File: src/hdl/tlpq_pkg.sv
// shared types, constants and helper functions for the three-level priority queue
package tlpq_pkg;

	localparam int LEVEL_DEPTH = 16;
	localparam int VALUE_BITS = 32;
	localparam int NUM_LEVELS = 3;

	localparam int IDX_W = $clog2(LEVEL_DEPTH);
	localparam int CNT_W = $clog2(LEVEL_DEPTH + 1);
	localparam int ADDR_W = $clog2(NUM_LEVELS * LEVEL_DEPTH);
	localparam int MEM_DEPTH = NUM_LEVELS * LEVEL_DEPTH;

	typedef logic [IDX_W-1:0] idx_t;
	typedef logic [CNT_W-1:0] cnt_t;
	typedef logic [ADDR_W-1:0] addr_t;
	typedef logic signed [VALUE_BITS-1:0] word_t;
	typedef logic [1:0] lvl_t;

	// level index 0..2, this code when every level is empty
	localparam lvl_t LVL_NONE = 2'd3;
	localparam logic [1:0] PRI_NONE = 2'd0;

	typedef enum logic [1:0] {
		OP_PUSH = 2'd0,
		OP_POP  = 2'd1,
		OP_PEEK = 2'd2
	} op_t;

	typedef enum logic [1:0] {
		ST_OK     = 2'd0,
		ST_EMPTY  = 2'd1,
		ST_FULL   = 2'd2,
		ST_BADPRI = 2'd3
	} status_t;

	typedef struct packed {
		logic [1:0]         operation;
		logic signed [31:0] value;
		logic [1:0]         priority_req;
	} item_t;

	typedef struct packed {
		logic  we;
		addr_t waddr;
		word_t wdata;
		addr_t raddr;
	} mem_req_t;

	typedef struct packed {
		logic [1:0] front_priority;
		logic [4:0] high_count;
		logic [4:0] medium_count;
		logic [4:0] low_count;
		logic       is_empty;
		status_t    status;
		logic       bypass;
		word_t      bypass_value;
	} result_t;

	function automatic idx_t ring_next(input idx_t i);
		return (i == IDX_W'(LEVEL_DEPTH - 1)) ? '0 : i + 1'b1;
	endfunction

	// first non-empty level, high priority first
	function automatic lvl_t top_level(input logic [NUM_LEVELS-1:0] nonempty);
		lvl_t lv;
		lv = LVL_NONE;
		for (int l = NUM_LEVELS - 1; l >= 0; l--) begin
			if (nonempty[l]) begin
				lv = lvl_t'(l);
			end
		end
		return lv;
	endfunction

	function automatic addr_t addr_of(input lvl_t lv, input idx_t i);
		return ADDR_W'(lv) * ADDR_W'(LEVEL_DEPTH) + ADDR_W'(i);
	endfunction

endpackage

File: src/hdl/tlpq_ifs.sv
// request and response channel interfaces for the three-level priority queue
interface tlpq_req_if;
	logic               valid;
	logic               ready;
	logic [1:0]         operation;
	logic signed [31:0] value;
	logic [1:0]         priority_req;

	modport source (output valid, output operation, output value, output priority_req,
		input ready);
	modport sink (input valid, input operation, input value, input priority_req,
		output ready);
endinterface

interface tlpq_rsp_if;
	logic               valid;
	logic               ready;
	logic signed [31:0] front_value;
	logic [1:0]         front_priority;
	logic [4:0]         high_count;
	logic [4:0]         medium_count;
	logic [4:0]         low_count;
	logic               is_empty;
	logic [1:0]         status;

	modport source (output valid, output front_value, output front_priority,
		output high_count, output medium_count, output low_count, output is_empty,
		output status, input ready);
	modport sink (input valid, input front_value, input front_priority,
		input high_count, input medium_count, input low_count, input is_empty,
		input status, output ready);
endinterface

File: src/hdl/tlpq_store.sv
// entry storage for all three level rings, one write and one registered read port
module tlpq_store (
	input  logic             clk,
	input  logic             re,
	input  tlpq_pkg::mem_req_t req,
	output tlpq_pkg::word_t  rdata
);

	tlpq_pkg::word_t mem_q [tlpq_pkg::MEM_DEPTH];
	tlpq_pkg::word_t rdata_q;

	always_ff @(posedge clk) begin
		if (req.we) begin
			mem_q[req.waddr] <= req.wdata;
		end
	end

	always_ff @(posedge clk) begin
		if (re) begin
			rdata_q <= mem_q[req.raddr];
		end
	end

	assign rdata = rdata_q;

endmodule

File: src/hdl/tlpq_ctrl.sv
// ring pointers, level counts and the per-word push/pop/peek decision
module tlpq_ctrl (
	input  logic               clk,
	input  logic               arst_n,
	input  logic               commit,
	input  tlpq_pkg::item_t    item,
	output tlpq_pkg::mem_req_t mem_req,
	output tlpq_pkg::result_t  result
);

	tlpq_pkg::idx_t head_q [tlpq_pkg::NUM_LEVELS];
	tlpq_pkg::idx_t tail_q [tlpq_pkg::NUM_LEVELS];
	tlpq_pkg::cnt_t cnt_q  [tlpq_pkg::NUM_LEVELS];

	tlpq_pkg::idx_t head_n [tlpq_pkg::NUM_LEVELS];
	tlpq_pkg::idx_t tail_n [tlpq_pkg::NUM_LEVELS];
	tlpq_pkg::cnt_t cnt_n  [tlpq_pkg::NUM_LEVELS];

	logic [tlpq_pkg::NUM_LEVELS-1:0] push_hit;
	logic [tlpq_pkg::NUM_LEVELS-1:0] pop_hit;
	logic [tlpq_pkg::NUM_LEVELS-1:0] full_vec;
	logic [tlpq_pkg::NUM_LEVELS-1:0] busy_now;
	logic [tlpq_pkg::NUM_LEVELS-1:0] busy_next;
	tlpq_pkg::lvl_t   push_lvl;
	tlpq_pkg::lvl_t   top_now;
	tlpq_pkg::lvl_t   top_next;
	tlpq_pkg::idx_t   wr_idx;
	tlpq_pkg::idx_t   rd_idx;
	tlpq_pkg::status_t status;
	logic             push_ok;
	logic             pop_ok;
	tlpq_pkg::word_t  wdata;

	always_comb begin
		push_lvl = item.priority_req - 2'd1;
		for (int l = 0; l < tlpq_pkg::NUM_LEVELS; l++) begin
			busy_now[l] = (cnt_q[l] != '0);
			full_vec[l] = (cnt_q[l] == tlpq_pkg::CNT_W'(tlpq_pkg::LEVEL_DEPTH));
		end
		top_now = tlpq_pkg::top_level(busy_now);

		status = tlpq_pkg::ST_OK;
		push_ok = 1'b0;
		pop_ok = 1'b0;
		case (item.operation)
			tlpq_pkg::OP_PUSH: begin
				if (item.priority_req == tlpq_pkg::PRI_NONE) begin
					status = tlpq_pkg::ST_BADPRI;
				end else if (full_vec[push_lvl]) begin
					status = tlpq_pkg::ST_FULL;
				end else begin
					push_ok = 1'b1;
				end
			end
			tlpq_pkg::OP_POP: begin
				if (top_now == tlpq_pkg::LVL_NONE) begin
					status = tlpq_pkg::ST_EMPTY;
				end else begin
					pop_ok = 1'b1;
				end
			end
			default: begin
				// peek, and the unused code, change nothing
			end
		endcase

		wr_idx = '0;
		for (int l = 0; l < tlpq_pkg::NUM_LEVELS; l++) begin
			push_hit[l] = push_ok && (push_lvl == tlpq_pkg::lvl_t'(l));
			pop_hit[l] = pop_ok && (top_now == tlpq_pkg::lvl_t'(l));
			head_n[l] = pop_hit[l] ? tlpq_pkg::ring_next(head_q[l]) : head_q[l];
			tail_n[l] = push_hit[l] ? tlpq_pkg::ring_next(tail_q[l]) : tail_q[l];
			cnt_n[l] = cnt_q[l];
			if (push_hit[l]) begin
				cnt_n[l] = cnt_q[l] + 1'b1;
				wr_idx = tail_q[l];
			end else if (pop_hit[l]) begin
				cnt_n[l] = cnt_q[l] - 1'b1;
			end
			busy_next[l] = (cnt_n[l] != '0);
		end
		top_next = tlpq_pkg::top_level(busy_next);

		rd_idx = '0;
		for (int l = 0; l < tlpq_pkg::NUM_LEVELS; l++) begin
			if (top_next == tlpq_pkg::lvl_t'(l)) begin
				rd_idx = head_n[l];
			end
		end
	end

	assign wdata = tlpq_pkg::VALUE_BITS'(item.value);

	always_comb begin
		mem_req.we = commit && push_ok;
		mem_req.waddr = tlpq_pkg::addr_of(push_lvl, wr_idx);
		mem_req.wdata = wdata;
		mem_req.raddr = (top_next == tlpq_pkg::LVL_NONE) ? '0 :
			tlpq_pkg::addr_of(top_next, rd_idx);

		result.front_priority = (top_next == tlpq_pkg::LVL_NONE) ? 2'd0 : top_next + 2'd1;
		result.high_count = 5'(cnt_n[0]);
		result.medium_count = 5'(cnt_n[1]);
		result.low_count = 5'(cnt_n[2]);
		result.is_empty = (top_next == tlpq_pkg::LVL_NONE);
		result.status = status;
		// pushed word is the new front in the same cycle the ram sees it
		result.bypass = push_ok && (mem_req.waddr == mem_req.raddr);
		result.bypass_value = wdata;
	end

	always_ff @(posedge clk or negedge arst_n) begin
		if (!arst_n) begin
			for (int l = 0; l < tlpq_pkg::NUM_LEVELS; l++) begin
				head_q[l] <= '0;
				tail_q[l] <= '0;
				cnt_q[l] <= '0;
			end
		end else if (commit) begin
			for (int l = 0; l < tlpq_pkg::NUM_LEVELS; l++) begin
				head_q[l] <= head_n[l];
				tail_q[l] <= tail_n[l];
				cnt_q[l] <= cnt_n[l];
			end
		end
	end

endmodule

File: src/hdl/three_level_priority_queue.sv
// top level of the three-level priority queue
//
// three priority levels (1 high, 2 medium, 3 low), first in first out within
// a level, each level a ring of LEVEL_DEPTH entries in one shared ram
// req channel: one word per operation (push, pop front, peek); value and
// priority_req only matter for push
// rsp channel: exactly one word per request, in request order, giving the
// front value and level, the three level counts, the empty flag and status
// the response passes the input register, the state update with ram read and the
// output register after the request is accepted
// throughput: one word per cycle while rsp takes; the level pointers and counts
// are updated in a single registered pass, and the ram read of the new front overlaps it
// a push whose word becomes the front right away is forwarded around the ram
// reset clears the pointers and counts, so the queue comes up empty with no
// clearing pass; ram contents need no reset
// when rsp stalls the whole pipeline holds and req.ready drops with it;
// words already inside are kept and delivered once rsp takes again
module three_level_priority_queue (
	input  logic              clk,
	input  logic              arst_n,
	tlpq_req_if.sink          req,
	tlpq_rsp_if.source        rsp
);

	// pipeline advance: output register free or being taken
	logic adv;

	// input register
	logic            valid_s1;
	tlpq_pkg::item_t item_s1;

	// after state update, ram read in flight
	logic              valid_s2;
	tlpq_pkg::result_t res_s2;

	// output register
	logic               out_valid_q;
	logic signed [31:0] front_value_q;
	logic [1:0]         front_priority_q;
	logic [4:0]         high_count_q;
	logic [4:0]         medium_count_q;
	logic [4:0]         low_count_q;
	logic               is_empty_q;
	tlpq_pkg::status_t  status_q;

	tlpq_pkg::mem_req_t mem_req;
	tlpq_pkg::result_t  result;
	tlpq_pkg::word_t    rdata;
	tlpq_pkg::word_t    front_word;

	assign adv = !out_valid_q || rsp.ready;
	assign req.ready = adv;

	always_ff @(posedge clk or negedge arst_n) begin
		if (!arst_n) begin
			valid_s1 <= 1'b0;
			valid_s2 <= 1'b0;
			out_valid_q <= 1'b0;
		end else if (adv) begin
			valid_s1 <= req.valid;
			valid_s2 <= valid_s1;
			out_valid_q <= valid_s2;
		end
	end

	always_ff @(posedge clk) begin
		if (adv) begin
			item_s1.operation <= req.operation;
			item_s1.value <= req.value;
			item_s1.priority_req <= req.priority_req;
			res_s2 <= result;
		end
	end

	// state only moves when a real word sits in the input register
	tlpq_ctrl u_ctrl (
		.clk     (clk),
		.arst_n  (arst_n),
		.commit  (adv && valid_s1),
		.item    (item_s1),
		.mem_req (mem_req),
		.result  (result)
	);

	tlpq_store u_store (
		.clk   (clk),
		.re    (adv),
		.req   (mem_req),
		.rdata (rdata)
	);

	// front word: forwarded push data or ram data, zero when empty
	assign front_word = res_s2.bypass ? res_s2.bypass_value : rdata;

	always_ff @(posedge clk) begin
		if (adv) begin
			front_value_q <= res_s2.is_empty ? 32'sd0 : 32'(front_word);
			front_priority_q <= res_s2.front_priority;
			high_count_q <= res_s2.high_count;
			medium_count_q <= res_s2.medium_count;
			low_count_q <= res_s2.low_count;
			is_empty_q <= res_s2.is_empty;
			status_q <= res_s2.status;
		end
	end

	assign rsp.valid = out_valid_q;
	assign rsp.front_value = front_value_q;
	assign rsp.front_priority = front_priority_q;
	assign rsp.high_count = high_count_q;
	assign rsp.medium_count = medium_count_q;
	assign rsp.low_count = low_count_q;
	assign rsp.is_empty = is_empty_q;
	assign rsp.status = status_q;

`ifndef SYNTHESIS
	a_empty_front: assert property (@(posedge clk) disable iff (!arst_n)
		rsp.valid && rsp.is_empty |-> rsp.front_value == 32'sd0 && rsp.front_priority == 2'd0)
		else $error("empty queue reports a front entry");

	a_empty_counts: assert property (@(posedge clk) disable iff (!arst_n)
		rsp.valid |-> rsp.is_empty == (rsp.high_count == 5'd0 && rsp.medium_count == 5'd0
			&& rsp.low_count == 5'd0))
		else $error("empty flag disagrees with level counts");

	a_front_level: assert property (@(posedge clk) disable iff (!arst_n)
		rsp.valid && rsp.front_priority == 2'd2 |-> rsp.high_count == 5'd0
			&& rsp.medium_count != 5'd0)
		else $error("medium front while high level holds entries");

	a_pipe_move: assert property (@(posedge clk) disable iff (!arst_n)
		adv && valid_s2 |=> out_valid_q)
		else $error("word lost between ram stage and output register");
`endif

endmodule

File: src/flat_wrapper.sv
// flat-port wrapper written by rule: the top's interface ports become plain ports
module three_level_priority_queue_flat 
  (clk, arst_n, req_valid, req_operation, req_value, req_priority_req, req_ready, rsp_valid, rsp_front_value, rsp_front_priority, rsp_high_count, rsp_medium_count, rsp_low_count, rsp_is_empty, rsp_status, rsp_ready);
  tlpq_req_if req_i ();
  tlpq_rsp_if rsp_i ();
  input  logic clk;
  input  logic arst_n;
  input wire logic [$bits(req_i.valid)-1:0] req_valid;
  input wire logic [$bits(req_i.operation)-1:0] req_operation;
  input wire logic [$bits(req_i.value)-1:0] req_value;
  input wire logic [$bits(req_i.priority_req)-1:0] req_priority_req;
  output wire logic [$bits(req_i.ready)-1:0] req_ready;
  output wire logic [$bits(rsp_i.valid)-1:0] rsp_valid;
  output wire logic [$bits(rsp_i.front_value)-1:0] rsp_front_value;
  output wire logic [$bits(rsp_i.front_priority)-1:0] rsp_front_priority;
  output wire logic [$bits(rsp_i.high_count)-1:0] rsp_high_count;
  output wire logic [$bits(rsp_i.medium_count)-1:0] rsp_medium_count;
  output wire logic [$bits(rsp_i.low_count)-1:0] rsp_low_count;
  output wire logic [$bits(rsp_i.is_empty)-1:0] rsp_is_empty;
  output wire logic [$bits(rsp_i.status)-1:0] rsp_status;
  input wire logic [$bits(rsp_i.ready)-1:0] rsp_ready;
  assign req_i.valid = req_valid;
  assign req_i.operation = req_operation;
  assign req_i.value = req_value;
  assign req_i.priority_req = req_priority_req;
  assign req_ready = req_i.ready;
  assign rsp_valid = rsp_i.valid;
  assign rsp_front_value = rsp_i.front_value;
  assign rsp_front_priority = rsp_i.front_priority;
  assign rsp_high_count = rsp_i.high_count;
  assign rsp_medium_count = rsp_i.medium_count;
  assign rsp_low_count = rsp_i.low_count;
  assign rsp_is_empty = rsp_i.is_empty;
  assign rsp_status = rsp_i.status;
  assign rsp_i.ready = rsp_ready;
  three_level_priority_queue u_core (.clk(clk), .arst_n(arst_n), .req(req_i), .rsp(rsp_i));
endmodule
File: config.mk
export PLATFORM = sky130hd
export DESIGN_NAME = three_level_priority_queue_flat
export DESIGN_NICKNAME = d
export VERILOG_FILES = /design/src/hdl/tlpq_pkg.sv /design/src/hdl/tlpq_ifs.sv /design/src/hdl/tlpq_store.sv /design/src/hdl/tlpq_ctrl.sv /design/src/hdl/three_level_priority_queue.sv /design/src/flat_wrapper.sv
export SDC_FILE = /design/constraint.sdc
export NUM_CORES = 2
export LEC_CHECK = 0
export BUFFER_PORTS_ARGS = -buffer_cell sky130_fd_sc_hd__buf_2
export CAP_MARGIN = 20
export CORE_ASPECT_RATIO = 0.9
export CORE_MARGIN = 2
export CORE_UTILIZATION = 45
export CTS_CLUSTER_SIZE = 14
export DETAILED_ROUTE_END_ITERATION = 10
export PLACE_DENSITY = 0.65
export SLEW_MARGIN = 5
export SYNTH_ARGS = -nofsm -noshare
export SYNTH_HDL_FRONTEND = slang
export SYNTH_HIERARCHICAL = 1
export SYNTH_SLANG_ARGS = --single-unit
File: constraint.sdc
create_clock -name clk -period 9.5 [get_ports clk]
set_clock_uncertainty 0.1 [all_clocks]
set_input_delay 0.95 -clock clk [delete_from_list [all_inputs] [get_ports clk]]
set_output_delay 0.95 -clock clk [all_outputs]
set_load 0.01 [all_outputs]
==> key figures <==
Place
  – PortBufs: 93
  – Final RePlAce weighted congestion: 0.802
  – HPWL Detailed: around 84,000 um
  – Placed cell count: about 5,500

Detailed routing
  – Vias: around 35,000
  – Wire per inst: about 28 um
  – Vias per cell: just under 6
  – First-pass detailed-route iteration total: 7
  – Antenna-violating nets left: 1
  – DRC Markers: 0
  – Initial DRC count: 3,766
  – Routed wire length: between 150,000 and 200,000 um

Floorplanning
  – DIE AREA: between 150,000 and 200,000 um^2
  – Core area: 153,000 um^2
  – Core Rows: 136
  – Starting Density: 0.453
  – Io pins: 94
  – Die width: about 420 um
  – Die H: about 380 um

CTS
  – Clock Latency Late Sink: 0.81 ns
  – Reg clk slew, reported paths: 0.06 ns
  – Clock sinks: ~1,800
  – Setup Fix Bufs, Post-CTS: 0
  – Max Buffers Root-to-Sink: 3
  – Clock tree from TritonCTS: yes
  – Root Driver: clkbuf_16
  – TritonCTS buffer count: ~170
  – H-tree depth: 4

Global route
  – GRT Overall Usage: 0.211
  – Initial antenna violation count: 3
  – First-pass GRT wire length: about 240,000 um
  – GR Util met2: 0.329
  – Gr ovfl total: 0
  – GRT busiest layer: met2
  – Vias in the first global route: ~34,000
  – Pin count of the biggest net entering global routing: 129
  – Met1 Usage GRT: 0.309
  – M3 GR Usage: 0.0321

Synth
  – Mapped Cells: between 3,000 and 4,000
  – Syn Std Cell Area: between 60,000 and 70,000 um^2
  – Number of synthesized flops with an enable pin: between 1,500 and 2,000
  – Async set or reset register ratio after synthesis: 0.0240
  – Number of synthesis warnings: 6
  – Main synth FF type: edfxtp_1
  – Largest cells by area after synthesis: edfxtp_1 (74%), mux2i_1 (7.9%), mux4_2 (5.2%), dfrtp_1 (1.5%), a22oi_1 (1.4%)
  – Synth unique cells: just over 70
  – Syn Area/Cell: slightly below 20 um^2
  – Seq/Total Area, Yosys: 0.758
  – Area leader, netlist: edfxtp_1
  – Synth Net Count: about 3,600
  – Synth Register Bits: roughly 1,800
  – Yosys top cell area share: 0.743

STA
  – Slew @ Worst Pin: ~1 ns
  – Final hold viol count: 0
  – Setup TNS: 0 ns
  – Final min period: slightly above 8 ns
  – RSZ-0062 raised after global routing: false
  – Hold_ws: approximately 0.22 ns
  – Worst relative slew slack: 0.329
  – Final setup fails: 0
  – FMAX: around 0.12 GHz
  – Final Max Tran Viols: 0
  – Period utilization: 0.853

Outcome
  – Status: complete, but fails checks
  – Violated checks: antenna violations

Setup path
  – CP cell instances: inv_1 > ha_1 > a311oi_1 > o21ai_0 > a311oi_1 > o21ai_0 > nor4_1 > nand2_1 > ha_1 > nor2b_1 > a21boi_0 > o311a_4 > buf_4 > nor2b_4 > buf_12 > a22o_1 > a221oi_1 > o22ai_1 > o41ai_2
  – Crit path kind: reg -> reg
  – CP max stage cell: a311oi_1
  – Worst R2R Setup Slack: 1.40 ns
  – Crit Path Max Fanout: approximately 130
  – Crit start category: flip-flop
  – CP Capture Type: flip-flop
  – Delay of the slowest critical-path stage: around 0.79 ns
  – Worst Path Required: between 10 and 15 ns
  – WP data arrival: ~8.6 ns

Power
  – Power, Total: about 26 mW
  – VDD IR max: ~0.48 mV
  – Power Density: around 330 nW/um^2
  – Static Leak: 25.6 nW

Hold path
  – Hold Crit Class: in -> reg

Finish
  – Area Growth Syn to Fin: 12.3%
  – Layout cells sized above 1: 0.197
  – Finished Layout Cells: between 5,000 and 6,000
  – Nets@finish: roughly 3,800

Run
  – Max-capacitance violation count: 0
==> layer usage <==
metal,part of all wire,up-vias
li1,-,14800
met1,0.44,18300
met2,0.47,1345
met3,0.070,230
met4,0.023,0
met5,0,-
==> path summary, 6_finish.rpt <==
path                                                  start                                  to  depth (start not counted)
worst min register to register  u_core/res_s2[33]$_DFFE_PP_      u_core/rsp.status[0]$_DFFE_PP_                          0
worst min-delay path                          req_value[30]        u_core/item_s1[32]$_DFFE_PP_                          1
min in group asynchronous                            arst_n  u_core/u_ctrl/cnt_q[3]$_DFFE_PN0P_                          2
worst max-delay path            u_core/item_s1[0]$_DFFE_PP_   u_core/u_store/rdata[1]$_DFFE_PP_                         19
worst max register to register  u_core/item_s1[0]$_DFFE_PP_   u_core/u_store/rdata[1]$_DFFE_PP_                         19
max in group asynchronous                            arst_n         u_core/valid_s2$_DFFE_PN0P_                          3
==> through the flow <==
step            util  instance area, um^2  worst slack [ns]
2_1_floorplan      -                69100              3.27
3_3_place_gp   0.471                72000              1.78
3_5_place_dp   0.471                72000              1.56
4_1_cts        0.508                77500              1.58
5_1_grt        0.508                77500             0.834
6_report       0.508                77600              1.40
==> registers in the layout (all words and copies together) (netlist names), 12 cells and up <==
name                    cells
u_core/u_store/rdata       32
u_core/item_s1             36
u_core/u_store/mem_q     1536
u_core/rsp.front_value     32
u_core/res_s2              53
u_core/u_ctrl/cnt_q        15
u_core/u_ctrl/head_q       12
u_core/u_ctrl/tail_q       12
==> worst max-delay path: cells and delay by family (launching register included) <==
family / cells / cell delay [ns]
AO/OA/AOI/OAI: 10 / 3.90
AND/OR/NAND/NOR: 4 / 1.45
buffers and inverters: 3 / 0.96
adder cells (fa/ha/maj): 2 / 0.86
flip-flops: 1 / 0.53
==> cells by family (layout without fill, tap and decap cells) <==
family | count (synthesis) | in the layout | synth area share
AO/OA/AOI/OAI | 473 | 473 | 0.0541
XOR/XNOR | 33 | 33 | 0.00418
adder cells (fa/ha/maj) | 23 | 23 | 0.00417
buffers and inverters | 279 | 555 | 0.0255
flip-flops | 1751 | 1751 | 0.758
multiplexers | 721 | 721 | 0.134
other | 0 | 8 | 0
AND/OR/NAND/NOR | 279 | 279 | 0.0200
==> cells in the mapped netlist, types with 10 or more instances <==
| master | number |
|---|---|
| nand2_1 | 80 |
| buf_2 | 26 |
| buf_4 | 87 |
| a221oi_1 | 65 |
| nor2_1 | 97 |
| a22o_1 | 64 |
| clkbuf_1 | 87 |
| ha_1 | 23 |
| xor2_1 | 11 |
| nand3_1 | 26 |
| xnor2_1 | 22 |
| buf_6 | 39 |
| nor2b_1 | 10 |
| o21ai_0 | 19 |
| a22oi_1 | 128 |
| inv_1 | 15 |
| o22ai_1 | 35 |
| o41ai_2 | 32 |
| mux4_2 | 160 |
| dfrtp_1 | 42 |
| mux2i_1 | 544 |
| buf_1 | 21 |
| a21oi_1 | 87 |
| edfxtp_1 | 1709 |
| mux2_2 | 16 |
==> layout by cell type (no fill, tap or decap), types with 7 or more instances in the layout <==
master,netlist,routed
buf_4,87,109
o22ai_1,35,35
mux4_2,160,160
xnor2_1,22,22
clkinv_2,0,34
dfrtp_1,42,42
a221oi_1,65,65
bufinv_16,0,18
ha_1,23,22
xor2_1,11,11
inv_1,15,15
a21oi_1,87,87
o41ai_2,32,32
clkinv_1,0,36
buf_2,26,94
nor2b_1,10,8
o21ai_0,19,19
nor2_1,97,52
nand4_1,7,7
a22o_1,64,64
edfxtp_1,1709,1709
nor2_4,0,45
clkbuf_1,87,33
nand2_1,80,79
clkinvlp_4,0,8
diode_2,0,8
buf_12,3,19
clkbuf_16,0,173
nand3_1,26,26
mux2_2,16,16
a22oi_1,128,128
mux2i_1,544,544
==> report_power, final <==
group          switching (mW)  total, mW  internal [mW]
registers               0.219       9.33           9.12
logic                    5.42       9.63           4.20
clock network            2.89       6.74           3.85
total                    8.53       25.7           17.2
==> area by class of cell <==
cell class,count,area [um^2]
antenna,8,20.0
sequential,1751,52400
fill,12000,75100
clock buffer,206,4450
timing repair buffer,223,1680
multi-input combinational,1529,15400
inverter,15,56.3
tap,2001,2500
clock inverter,111,1110
==> timing repair <==
item,4_1_cts,5_1_grt
hold endpoints to repair,0,6
resized for setup,0,0
hold buffers,0,1
(Power assumes the default switching activity.)
